[src/hdl/tss_pkg.sv]
// shared types, constants and the arctangent table for the three-sine sweep
// no dependencies; used by tss_mul, tss_cordic and three_sine_sum_sweep
package tss_pkg;

  // rotation steps per sine evaluation
  localparam int CORDIC_STEPS = 16;
  localparam int STEP_W       = $clog2(CORDIC_STEPS);
  localparam int ATAN_IDX_W   = 5;

  // 1/(2*pi) in Q0.32 and cordic start vector (gain compensation, Q1.30)
  localparam logic [31:0] INV_TWO_PI_Q32  = 32'd683565276;
  localparam logic [31:0] CORDIC_GAIN_Q30 = 32'h26DD3B6A;

  typedef enum logic [2:0] {
    REG_GAIN_ONE,
    REG_FREQ_ONE,
    REG_GAIN_TWO,
    REG_FREQ_TWO,
    REG_GAIN_THREE,
    REG_FREQ_THREE,
    REG_X_STEP,
    REG_X_END
  } reg_idx_e;

  typedef enum logic {
    KIND_START,
    KIND_ADVANCE
  } kind_e;

  typedef enum logic [2:0] {
    ST_IDLE,
    ST_PHASE,
    ST_TURN,
    ST_FOLD,
    ST_ROT,
    ST_GAIN,
    ST_ACC,
    ST_EMIT
  } state_e;

  typedef struct packed {
    logic [31:0] op_a;
    logic [31:0] op_b;
  } mul_req_t;

  typedef struct packed {
    logic        start;
    logic [33:0] angle;
  } cordic_req_t;

  typedef struct packed {
    logic        done;
    logic [31:0] sine;
  } cordic_rsp_t;

  // atan(2^-i) in 2^32-per-turn units
  function automatic logic [31:0] atan_turn(logic [ATAN_IDX_W-1:0] idx);
    logic [31:0] val;
    case (idx)
      5'd0:    val = 32'h20000000;
      5'd1:    val = 32'h12E4051E;
      5'd2:    val = 32'h09FB385B;
      5'd3:    val = 32'h051111D4;
      5'd4:    val = 32'h028B0D43;
      5'd5:    val = 32'h0145D7E1;
      5'd6:    val = 32'h00A2F61E;
      5'd7:    val = 32'h00517C55;
      5'd8:    val = 32'h0028BE53;
      5'd9:    val = 32'h00145F2F;
      5'd10:   val = 32'h000A2F98;
      5'd11:   val = 32'h000517CC;
      5'd12:   val = 32'h00028BE6;
      5'd13:   val = 32'h000145F3;
      5'd14:   val = 32'h0000A2FA;
      5'd15:   val = 32'h0000517D;
      5'd16:   val = 32'h000028BE;
      5'd17:   val = 32'h0000145F;
      5'd18:   val = 32'h00000A30;
      5'd19:   val = 32'h00000518;
      5'd20:   val = 32'h0000028C;
      5'd21:   val = 32'h00000146;
      5'd22:   val = 32'h000000A3;
      5'd23:   val = 32'h00000051;
      default: val = 32'h00000000;
    endcase
    return val;
  endfunction

endpackage

[src/hdl/three_sine_sum_sweep.sv]
// top level of the three-sine sweep: registers, sequencer, output register
// depends on tss_pkg, tss_mul and tss_cordic
// the shared cordic and multiplier serve all three terms, so ready is low while a point
//   runs and a new item is accepted only once the block is back in idle; a stalled
//   result stream holds it in emit
// items that give no result leave the block idle; reset clears sweep state and
//   returns all configuration registers to their defaults
module three_sine_sum_sweep (
  input  logic        clk_i,
  input  logic        rst_ni,
  // configuration write channel
  input  logic        cfg_valid_i,
  output logic        cfg_ready_o,
  input  logic [2:0]  cfg_index_i,
  input  logic [15:0] cfg_data_i,
  // input stream
  input  logic        s_axis_tvalid,
  output logic        s_axis_tready,
  input  logic [15:0] s_axis_tdata,   // [15:0] start_x
  input  logic        s_axis_tuser,   // [0] kind
  // result stream
  output logic        m_axis_tvalid,
  input  logic        m_axis_tready,
  output logic [47:0] m_axis_tdata,   // [15:0] x_value, [41:16] y_value, rest zero
  output logic        m_axis_tlast
);

  // configuration registers
  logic [15:0] gain_q [3];
  logic [15:0] freq_q [3];
  logic [14:0] step_q;
  logic [15:0] end_q;

  // sweep and sequencer state
  tss_pkg::state_e state_q, state_d;
  logic [15:0]        x_q, x_d;
  logic               active_q, active_d;
  logic [1:0]         term_q, term_d;
  logic signed [49:0] acc_q, acc_d;

  // output register
  logic               out_valid_q;
  logic [15:0]        out_x_q;
  logic [25:0]        out_y_q;
  logic               out_last_q;

  // shared units
  tss_pkg::mul_req_t    mul_req;
  logic signed [63:0]   mul_p;
  tss_pkg::cordic_req_t cor_req;
  tss_pkg::cordic_rsp_t cor_rsp;

  // sweep arithmetic
  logic signed [17:0] x_ext, step_ext, end_ext, sx_ext, next_x;
  logic               start_ok, adv_ok, last_calc;
  logic               in_fire, emit_load;
  logic [31:0]        turn, folded;
  logic signed [49:0] acc_rnd;
  logic signed [27:0] y_wide;
  logic [25:0]        y_sat;

  assign cfg_ready_o   = 1'b1;
  assign s_axis_tready = (state_q == tss_pkg::ST_IDLE);
  assign in_fire       = s_axis_tvalid && s_axis_tready;
  assign emit_load     = (state_q == tss_pkg::ST_EMIT) && (!out_valid_q || m_axis_tready);

  // configuration writes
  always_ff @(posedge clk_i or negedge rst_ni) begin
    if (!rst_ni) begin
      gain_q[0] <= 16'd256;
      freq_q[0] <= 16'd256;
      gain_q[1] <= 16'd128;
      freq_q[1] <= 16'd512;
      gain_q[2] <= 16'd77;
      freq_q[2] <= 16'd768;
      step_q    <= 15'd26;
      end_q     <= 16'd2560;
    end else if (cfg_valid_i && cfg_ready_o) begin
      unique case (tss_pkg::reg_idx_e'(cfg_index_i))
        tss_pkg::REG_GAIN_ONE:   gain_q[0] <= cfg_data_i;
        tss_pkg::REG_FREQ_ONE:   freq_q[0] <= cfg_data_i;
        tss_pkg::REG_GAIN_TWO:   gain_q[1] <= cfg_data_i;
        tss_pkg::REG_FREQ_TWO:   freq_q[1] <= cfg_data_i;
        tss_pkg::REG_GAIN_THREE: gain_q[2] <= cfg_data_i;
        tss_pkg::REG_FREQ_THREE: freq_q[2] <= cfg_data_i;
        tss_pkg::REG_X_STEP:     step_q    <= cfg_data_i[14:0];
        tss_pkg::REG_X_END:      end_q     <= cfg_data_i;
        default: ;
      endcase
    end
  end

  // sweep bounds, 18 bit so that x plus step never wraps
  always_comb begin
    x_ext     = $signed({{2{x_q[15]}}, x_q});
    step_ext  = $signed({3'b000, step_q});
    end_ext   = $signed({{2{end_q[15]}}, end_q});
    sx_ext    = $signed({{2{s_axis_tdata[15]}}, s_axis_tdata});
    next_x    = x_ext + step_ext;
    start_ok  = (step_q != '0) && (sx_ext < end_ext);
    adv_ok    = active_q && (step_q != '0) && (next_x <= end_ext);
    last_calc = next_x > end_ext;
  end

  // phase fold into [-1/4, +1/4] turn
  always_comb begin
    turn   = mul_p[47:16];
    folded = (turn[31:30] == 2'b01 || turn[31:30] == 2'b10) ?
             (32'h80000000 - turn) : turn;
  end

  // round to Q.16 and saturate to 26 bits
  always_comb begin
    acc_rnd = acc_q + 50'sd2097152;
    y_wide  = acc_rnd[49:22];
    if (y_wide > 28'sd33554431) begin
      y_sat = 26'h1FFFFFF;
    end else if (y_wide < -28'sd33554432) begin
      y_sat = 26'h2000000;
    end else begin
      y_sat = y_wide[25:0];
    end
  end

  // sequencer: per term phase multiply, turn multiply, fold, rotate, weight, add; then emit
  always_comb begin
    state_d        = state_q;
    x_d            = x_q;
    active_d       = active_q;
    term_d         = term_q;
    acc_d          = acc_q;
    mul_req.op_a   = '0;
    mul_req.op_b   = '0;
    cor_req.start  = 1'b0;
    cor_req.angle  = {{2{folded[31]}}, folded};
    unique case (state_q)
      tss_pkg::ST_IDLE: begin
        if (in_fire) begin
          term_d = '0;
          acc_d  = '0;
          if (tss_pkg::kind_e'(s_axis_tuser) == tss_pkg::KIND_START) begin
            if (start_ok) begin
              x_d      = s_axis_tdata;
              active_d = 1'b1;
              state_d  = tss_pkg::ST_PHASE;
            end else begin
              active_d = 1'b0;
            end
          end else if (active_q) begin
            if (adv_ok) begin
              x_d     = next_x[15:0];
              state_d = tss_pkg::ST_PHASE;
            end else begin
              active_d = 1'b0;
            end
          end
        end
      end
      tss_pkg::ST_PHASE: begin
        mul_req.op_a = {{16{freq_q[term_q][15]}}, freq_q[term_q]};
        mul_req.op_b = {{16{x_q[15]}}, x_q};
        state_d      = tss_pkg::ST_TURN;
      end
      tss_pkg::ST_TURN: begin
        mul_req.op_a = mul_p[31:0];
        mul_req.op_b = tss_pkg::INV_TWO_PI_Q32;
        state_d      = tss_pkg::ST_FOLD;
      end
      tss_pkg::ST_FOLD: begin
        cor_req.start = 1'b1;
        state_d       = tss_pkg::ST_ROT;
      end
      tss_pkg::ST_ROT: begin
        if (cor_rsp.done) begin
          state_d = tss_pkg::ST_GAIN;
        end
      end
      tss_pkg::ST_GAIN: begin
        mul_req.op_a = {{16{gain_q[term_q][15]}}, gain_q[term_q]};
        mul_req.op_b = cor_rsp.sine;
        state_d      = tss_pkg::ST_ACC;
      end
      tss_pkg::ST_ACC: begin
        acc_d = acc_q + $signed({{2{mul_p[47]}}, mul_p[47:0]});
        if (term_q == 2'd2) begin
          state_d = tss_pkg::ST_EMIT;
        end else begin
          term_d  = term_q + 1'b1;
          state_d = tss_pkg::ST_PHASE;
        end
      end
      tss_pkg::ST_EMIT: begin
        // hold until the output register is free
        if (emit_load) begin
          active_d = !last_calc;
          state_d  = tss_pkg::ST_IDLE;
        end
      end
      default: state_d = tss_pkg::ST_IDLE;
    endcase
  end

  always_ff @(posedge clk_i or negedge rst_ni) begin
    if (!rst_ni) begin
      state_q  <= tss_pkg::ST_IDLE;
      x_q      <= '0;
      active_q <= 1'b0;
      term_q   <= '0;
    end else begin
      state_q  <= state_d;
      x_q      <= x_d;
      active_q <= active_d;
      term_q   <= term_d;
    end
  end

  always_ff @(posedge clk_i) begin
    acc_q <= acc_d;
  end

  // output register, parts the sequencer from the result stream
  always_ff @(posedge clk_i or negedge rst_ni) begin
    if (!rst_ni) begin
      out_valid_q <= 1'b0;
    end else if (emit_load) begin
      out_valid_q <= 1'b1;
    end else if (m_axis_tready) begin
      out_valid_q <= 1'b0;
    end
  end

  always_ff @(posedge clk_i) begin
    if (emit_load) begin
      out_x_q    <= x_q;
      out_y_q    <= y_sat;
      out_last_q <= last_calc;
    end
  end

  assign m_axis_tvalid = out_valid_q;
  assign m_axis_tdata  = {6'b000000, out_y_q, out_x_q};
  assign m_axis_tlast  = out_last_q;

  tss_mul u_mul (
    .clk_i  (clk_i),
    .req_i  (mul_req),
    .prod_o (mul_p)
  );

  tss_cordic u_cordic (
    .clk_i  (clk_i),
    .rst_ni (rst_ni),
    .req_i  (cor_req),
    .rsp_o  (cor_rsp)
  );

`ifndef SYNTHESIS
  // the cordic only finishes while the sequencer waits for it
  assert property (@(posedge clk_i) disable iff (!rst_ni)
    cor_rsp.done |-> state_q == tss_pkg::ST_ROT)
    else $error("cordic done outside rotate state");

  // a new result only appears from the emit state
  assert property (@(posedge clk_i) disable iff (!rst_ni)
    $rose(out_valid_q) |-> $past(state_q) == tss_pkg::ST_EMIT)
    else $error("result valid without emit");

  // the final point of a sweep leaves the block idle
  assert property (@(posedge clk_i) disable iff (!rst_ni)
    (emit_load && last_calc) |=> !active_q)
    else $error("sweep still active after last point");
`endif

endmodule

[src/hdl/tss_mul.sv]
// shared signed 32x32 multiplier with registered product
// depends on tss_pkg for the operand struct
module tss_mul (
  input  logic               clk_i,
  input  tss_pkg::mul_req_t  req_i,
  output logic signed [63:0] prod_o
);

  logic signed [63:0] prod_q;
  logic signed [63:0] prod_d;

  assign prod_d = $signed(req_i.op_a) * $signed(req_i.op_b);

  always_ff @(posedge clk_i) begin
    prod_q <= prod_d;
  end

  assign prod_o = prod_q;

endmodule

[src/hdl/tss_cordic.sv]
// iterative rotation-mode cordic, one micro-rotation per cycle
// depends on tss_pkg for step count, start vector and angle table
module tss_cordic (
  input  logic                  clk_i,
  input  logic                  rst_ni,
  input  tss_pkg::cordic_req_t  req_i,
  output tss_pkg::cordic_rsp_t  rsp_o
);

  logic signed [32:0] cx_q, cx_d;
  logic signed [32:0] cy_q, cy_d;
  logic signed [33:0] z_q, z_d;
  logic [tss_pkg::STEP_W-1:0] cnt_q, cnt_d;
  logic busy_q, busy_d;
  logic done_q, done_d;

  logic signed [32:0] dx, dy;
  logic signed [33:0] atan_val;
  logic               last_step;

  always_comb begin
    dx        = cy_q >>> cnt_q;
    dy        = cx_q >>> cnt_q;
    atan_val  = $signed({2'b00,
                tss_pkg::atan_turn(tss_pkg::ATAN_IDX_W'(cnt_q))});
    last_step = (cnt_q == tss_pkg::STEP_W'(tss_pkg::CORDIC_STEPS - 1));
    cx_d   = cx_q;
    cy_d   = cy_q;
    z_d    = z_q;
    cnt_d  = cnt_q;
    busy_d = busy_q;
    done_d = 1'b0;
    if (req_i.start) begin
      cx_d   = $signed({1'b0, tss_pkg::CORDIC_GAIN_Q30});
      cy_d   = '0;
      z_d    = $signed(req_i.angle);
      cnt_d  = '0;
      busy_d = 1'b1;
    end else if (busy_q) begin
      // rotate towards zero residual angle
      if (!z_q[33]) begin
        cx_d = cx_q - dx;
        cy_d = cy_q + dy;
        z_d  = z_q - atan_val;
      end else begin
        cx_d = cx_q + dx;
        cy_d = cy_q - dy;
        z_d  = z_q + atan_val;
      end
      cnt_d = cnt_q + 1'b1;
      if (last_step) begin
        busy_d = 1'b0;
        done_d = 1'b1;
      end
    end
  end

  always_ff @(posedge clk_i or negedge rst_ni) begin
    if (!rst_ni) begin
      cnt_q  <= '0;
      busy_q <= 1'b0;
      done_q <= 1'b0;
    end else begin
      cnt_q  <= cnt_d;
      busy_q <= busy_d;
      done_q <= done_d;
    end
  end

  always_ff @(posedge clk_i) begin
    cx_q <= cx_d;
    cy_q <= cy_d;
    z_q  <= z_d;
  end

  assign rsp_o.done = done_q;
  assign rsp_o.sine = cy_q[31:0];

endmodule

[config.mk]
export PLATFORM = sky130hd
export DESIGN_NAME = three_sine_sum_sweep
export DESIGN_NICKNAME = d
export VERILOG_FILES = /design/src/hdl/tss_pkg.sv /design/src/hdl/three_sine_sum_sweep.sv /design/src/hdl/tss_mul.sv /design/src/hdl/tss_cordic.sv
export SDC_FILE = /design/constraint.sdc
export NUM_CORES = 2
export LEC_CHECK = 0
export BUFFER_PORTS_ARGS = -buffer_cell sky130_fd_sc_hd__buf_2
export CORE_MARGIN = 5
export CORE_UTILIZATION = 41
export CTS_BUF_LIST = sky130_fd_sc_hd__clkbuf_2
export CTS_CLUSTER_DIAMETER = 40
export CTS_CLUSTER_SIZE = 28
export DETAILED_ROUTE_END_ITERATION = 16
export MAX_ROUTING_LAYER = met4
export PLACE_DENSITY = 0.56
export SLEW_MARGIN = 20
export SYNTH_ARGS = -nofsm -noshare
export SYNTH_HDL_FRONTEND = slang
export SYNTH_HIERARCHICAL = 1
export SYNTH_SLANG_ARGS = --single-unit
[constraint.sdc]
create_clock -name clk_i -period 11.85 [get_ports clk_i]
set_clock_uncertainty 0.2 [all_clocks]
set_input_delay 2.9625 -clock clk_i [delete_from_list [all_inputs] [get_ports clk_i]]
set_output_delay 2.9625 -clock clk_i [all_outputs]
set_load 0.01 [all_outputs]
Word level (Yosys, flattened, before mapping)
Memory sizes are Yosys's and may differ from the RTL's.
Cells that the tools add are included.

operators by class
  shift-type cells = 2
  equal/unequal tests = 27
  bitwise logic cells = 1
  reductions and logical operators = 30
  multiply operators = 1
  order comparisons = 6
  divide/modulo/power cells = 0
  add/subtract/negate cells = 12
  muxes and demuxes = 50

operator list
  kind                      number
  $pmux W64 S3              1
  $mux W16                  8
  $mux W34                  3
  $pmux W50 S2              1
  $add A33 B33 Y33          2
  $mux W33                  2
  $sshr A33 B4 Y33          2
  $sub A33 B33 Y33          2
  $bmux W16 S2              2
  $add A50 B23 Y50 const B  1
  $add A50 B48 Y50          1
  $mux W50                  1
  $mul A32 B32 Y48          1
  $add A34 B33 Y34          1
  $sub A34 B33 Y34          1
  $mux W32                  1
  $sub A32 B32 Y32 const A  1
  $gt A28 B26 Y1 const B    1
  $lt A28 B26 Y1 const B    1
  $mux W26                  1
  $eq A3 B3 Y1 const B      8
  $mux W3                   8
  $pmux W3 S8               1
  $reduce_and A2 Y1         9
  31 further kinds          69

storage, ports and cells
  bits in registers = 397
  memories = 1
  output and inout port bits = 52
  logic and storage cells = 154
  bits in read-only memories = 480
  RAM bits = 0
  latch bits = 0
  input bits = 41

memories
  memory           depth  width  read ports  clocked after memory_dff  wr ports  RTL line       RTL
  (no name shown)  16     30     1           0                         0         tss_pkg.sv:59  case (idx)

Logic depth before layout (Yosys ltp)
  word-level depth = 8
  gate-level depth with buffers = 35
  depth with buffers taken out = 31

Cells and area by module
Netlist, hierarchy kept.

by module, submodules not included
  module                times used  area each (µm²)  sequential area each (µm²)  cells an instance
  tss_mul               1           37409.6          1281.2                      3913
  three_sine_sum_sweep  1           15902.8          6565.0                      1573
  tss_cordic            1           15431.0          2492.4                      1855

Least setup slack after synthesis
OpenSTA, ideal clock, no wires.

  path type = flip-flop to flip-flop
  start = register term_q[1]
  end = register u_mul/prod_o[62] (netlist name)
  stages on the path, launching flop included = 33
  period minus slack after synthesis = 8932 ps
  arrival time = 8669 ps
  slack = 2918 ps
  required time = 11586 ps
  library setup time = 64 ps
  buffers on the path = 4
  cell sequence = dfrtp_1 clkbuf_1 nand2b_1 clkbuf_1 o22ai_1 a22o_1 clkbuf_1 a21o_1 clkbuf_1 nand2_1 inv_1 fa_1 fa_1 fa_1 fa_1 inv_1 fa_1 inv_1 fa_1 inv_1 fa_1 inv_1 fa_1 ha_1 o21a_1 nor2_1 a21oi_2 a21oi_1 a41o_1 o22ai_2 a21oi_1 or4b_1 nand4_1

RTL lines
  element                 RTL line                     RTL
  from (decl)             three_sine_sum_sweep.sv:38   logic [1:0] term_q, term_d;
  from (signal assigned)  three_sine_sum_sweep.sv:213  term_q <= term_d;

==> results.yml <==
status:
  status: "finished clean"
finish:
  fin_nets: 7782
  drive_above_1_share_pct: 10.3
  final_common_cell: "fa_1"
  fin_cells: 8587
  mostFrequentLayoutCells: "fa_1, inv_1, nand2_1"
  fin_area_um2: 64600
  area_growth_pct: 4.87
floorplanning:
  rows: 142
  core_um2: 150000
  fp.dieH_um: 398
  die_w_um: 398
  initial_core_util_pct: 41.2
  dieArea_um2: 158000
  ios: 93
cts:
  cts_max_level: 3
  clk_pin_slew_ns: 0.16
  clk_path_buf_depth: 3
  postCtsHoldBufs: 0
  cts_tree: "done"
  cts-buffers-inserted: 78
  clock_sinks: 397
  cts-root-buf: "clkbuf_2"
  clk_latency_ns: 1.29
setup_path:
  worstSetupStartpointType: "register"
  cp_common_cell: "fa_1"
  required_ns: 12.80
  worstSetupPathType: "reg2reg"
  crit_fanout: 16
  critPathMaxStageDelay_ns: 0.78
  cp-end-kind: "register"
  slowest_stage: "a211oi_1"
  worstPathArrival_ns: 12.27
synth:
  yosys_warnings: 6
  syn_avg_cell_area_um2: 9.26
  netlist_area_um2: 61600
  synthCells: 6655
grt:
  grt_overflow: 0
  met2_usage_pct: 41.5
  grt_max_degree: 75
  grt_pass1_wl_um: 302000
  grt.busiest_layer: "met2"
  grt_util_met3_pct: 3.04
  antenna_found_initial: 8
  track_usage_pct: 25.4
  first_global_vias: 49700
  met1_usage_pct: 33.5
worst_hold_path:
  hold_path_class: "reg2reg"
sta:
  relSlewSlack_pct: 18.1
  finalCritPeriodShare_pct: 95.6
  fin_tns_setup_ns: 0
  max_freq_ghz: 0.0883
  hold_violations: 0
  setup_viol: 0
  slew_viol_final: 0
  final.min_clock_period_ns: 11.32
  rsz0062_at_grt: "no"
  worst_slew_pin_slew_ns: 1.23
route:
  routed_wl_um: 196000
  detail-route-antenna-nets: 0
  via_count: 47600
  drcViolationCount: 0
  drt-wirelength-per-cell_um: 22.8
  first_pass_iters: 6
  routed_via_density: 5.55
  drt_iter0_drc: 3745
place:
  placed_area_um2: 63500
  gp_congestion: 0.944
  io_buffers: 85
  dpl.cell_count: 8434
  dpl.hpwl_um: 154000
power_and_ir_drop:
  powerDensity_nw_per_um2: 187
  leakagePower_nw: 30.1
  ir_worst_vdd_uv: 97.4
flow_run:
  max_cap_violations: 0
[layer usage]
layer / vias up / routed length, µm
met5: - / 0
met4: 0 / 5760
met3: 285 / 10600
met2: 1491 / 93800
met1: 24300 / 85400
li1: 21500 / -
[state kept, by name, indices dropped and copies added, names as in the netlist, 2 cells and up]
name	flops
acc_q	50
freq_q	48
gain_q	48
u_mul/prod_o	48
u_cordic/z_q	34
u_cordic/cx_q	33
u_cordic/cy_q	33
out_y_q	26
end_q	16
out_x_q	16
x_q	16
step_q	15
u_cordic/cnt_q	4
state_q	3
term_q	2
[per-stage QoR]
step                hold slack [ns]  power, W  util [%]  worst slack [ns]
floorplan                     0.268   0.00836         -              3.23
global placement              0.286    0.0108      42.5             0.352
detailed placement            0.294    0.0108      42.5             0.225
CTS                           0.332    0.0121      43.2             0.176
global route                  0.346    0.0131      43.2             0.120
finish                        0.327    0.0121      43.2             0.526
[power breakdown]
part	total [W]	internal (W)	leakage [nW]	switching (W)
logic	0.00850	0.00334	25.4	0.00517
registers	0.00242	0.00179	4.01	0.000635
clock network	0.00116	0.000488	0.672	0.000668
[repair_timing]
item	4_1_cts	5_1_grt
resized for setup	0	2
setup buffers	0	0
endpoints found under the setup margin	0	1
[critical path: cells and delay by family (launching register included)]
family | cells | cell delay [ns]
fa+ha+maj | 9 | 4.61
buf+inv | 4 | 0.52
compound gates | 2 | 1.41
simple gates | 9 | 3.62
xor+xnor | 1 | 0.18
flops | 1 | 0.65
[cell type report]
cell class                 count  area, µm²
fill                       14900      84900
multi-input combinational   4975      46600
sequential                   397      10000
inverter                     865       3250
tap                         2016       2520
timing repair buffer         182       1170
clock inverter                55        617
clock buffer                  90        450
antenna                        7       17.5
[path summary, 6_finish.rpt]
path,start,cells past startpoint,endpoint,slack (ns)
min,u_cordic/cx_q[2],2,u_cordic/cx_q[2],0.33
min reg2reg,u_cordic/cx_q[2],2,u_cordic/cx_q[2],0.33
max,state_q[0],25,u_mul/prod_o[47],0.53
max reg2reg,state_q[0],25,u_mul/prod_o[47],0.53
min in group asynchronous,rst_ni,1,gain_q[39],1.45
max in group asynchronous,rst_ni,2,u_cordic/cnt_q[2],8.67
Note: power is estimated with default switching activity, not from simulation.
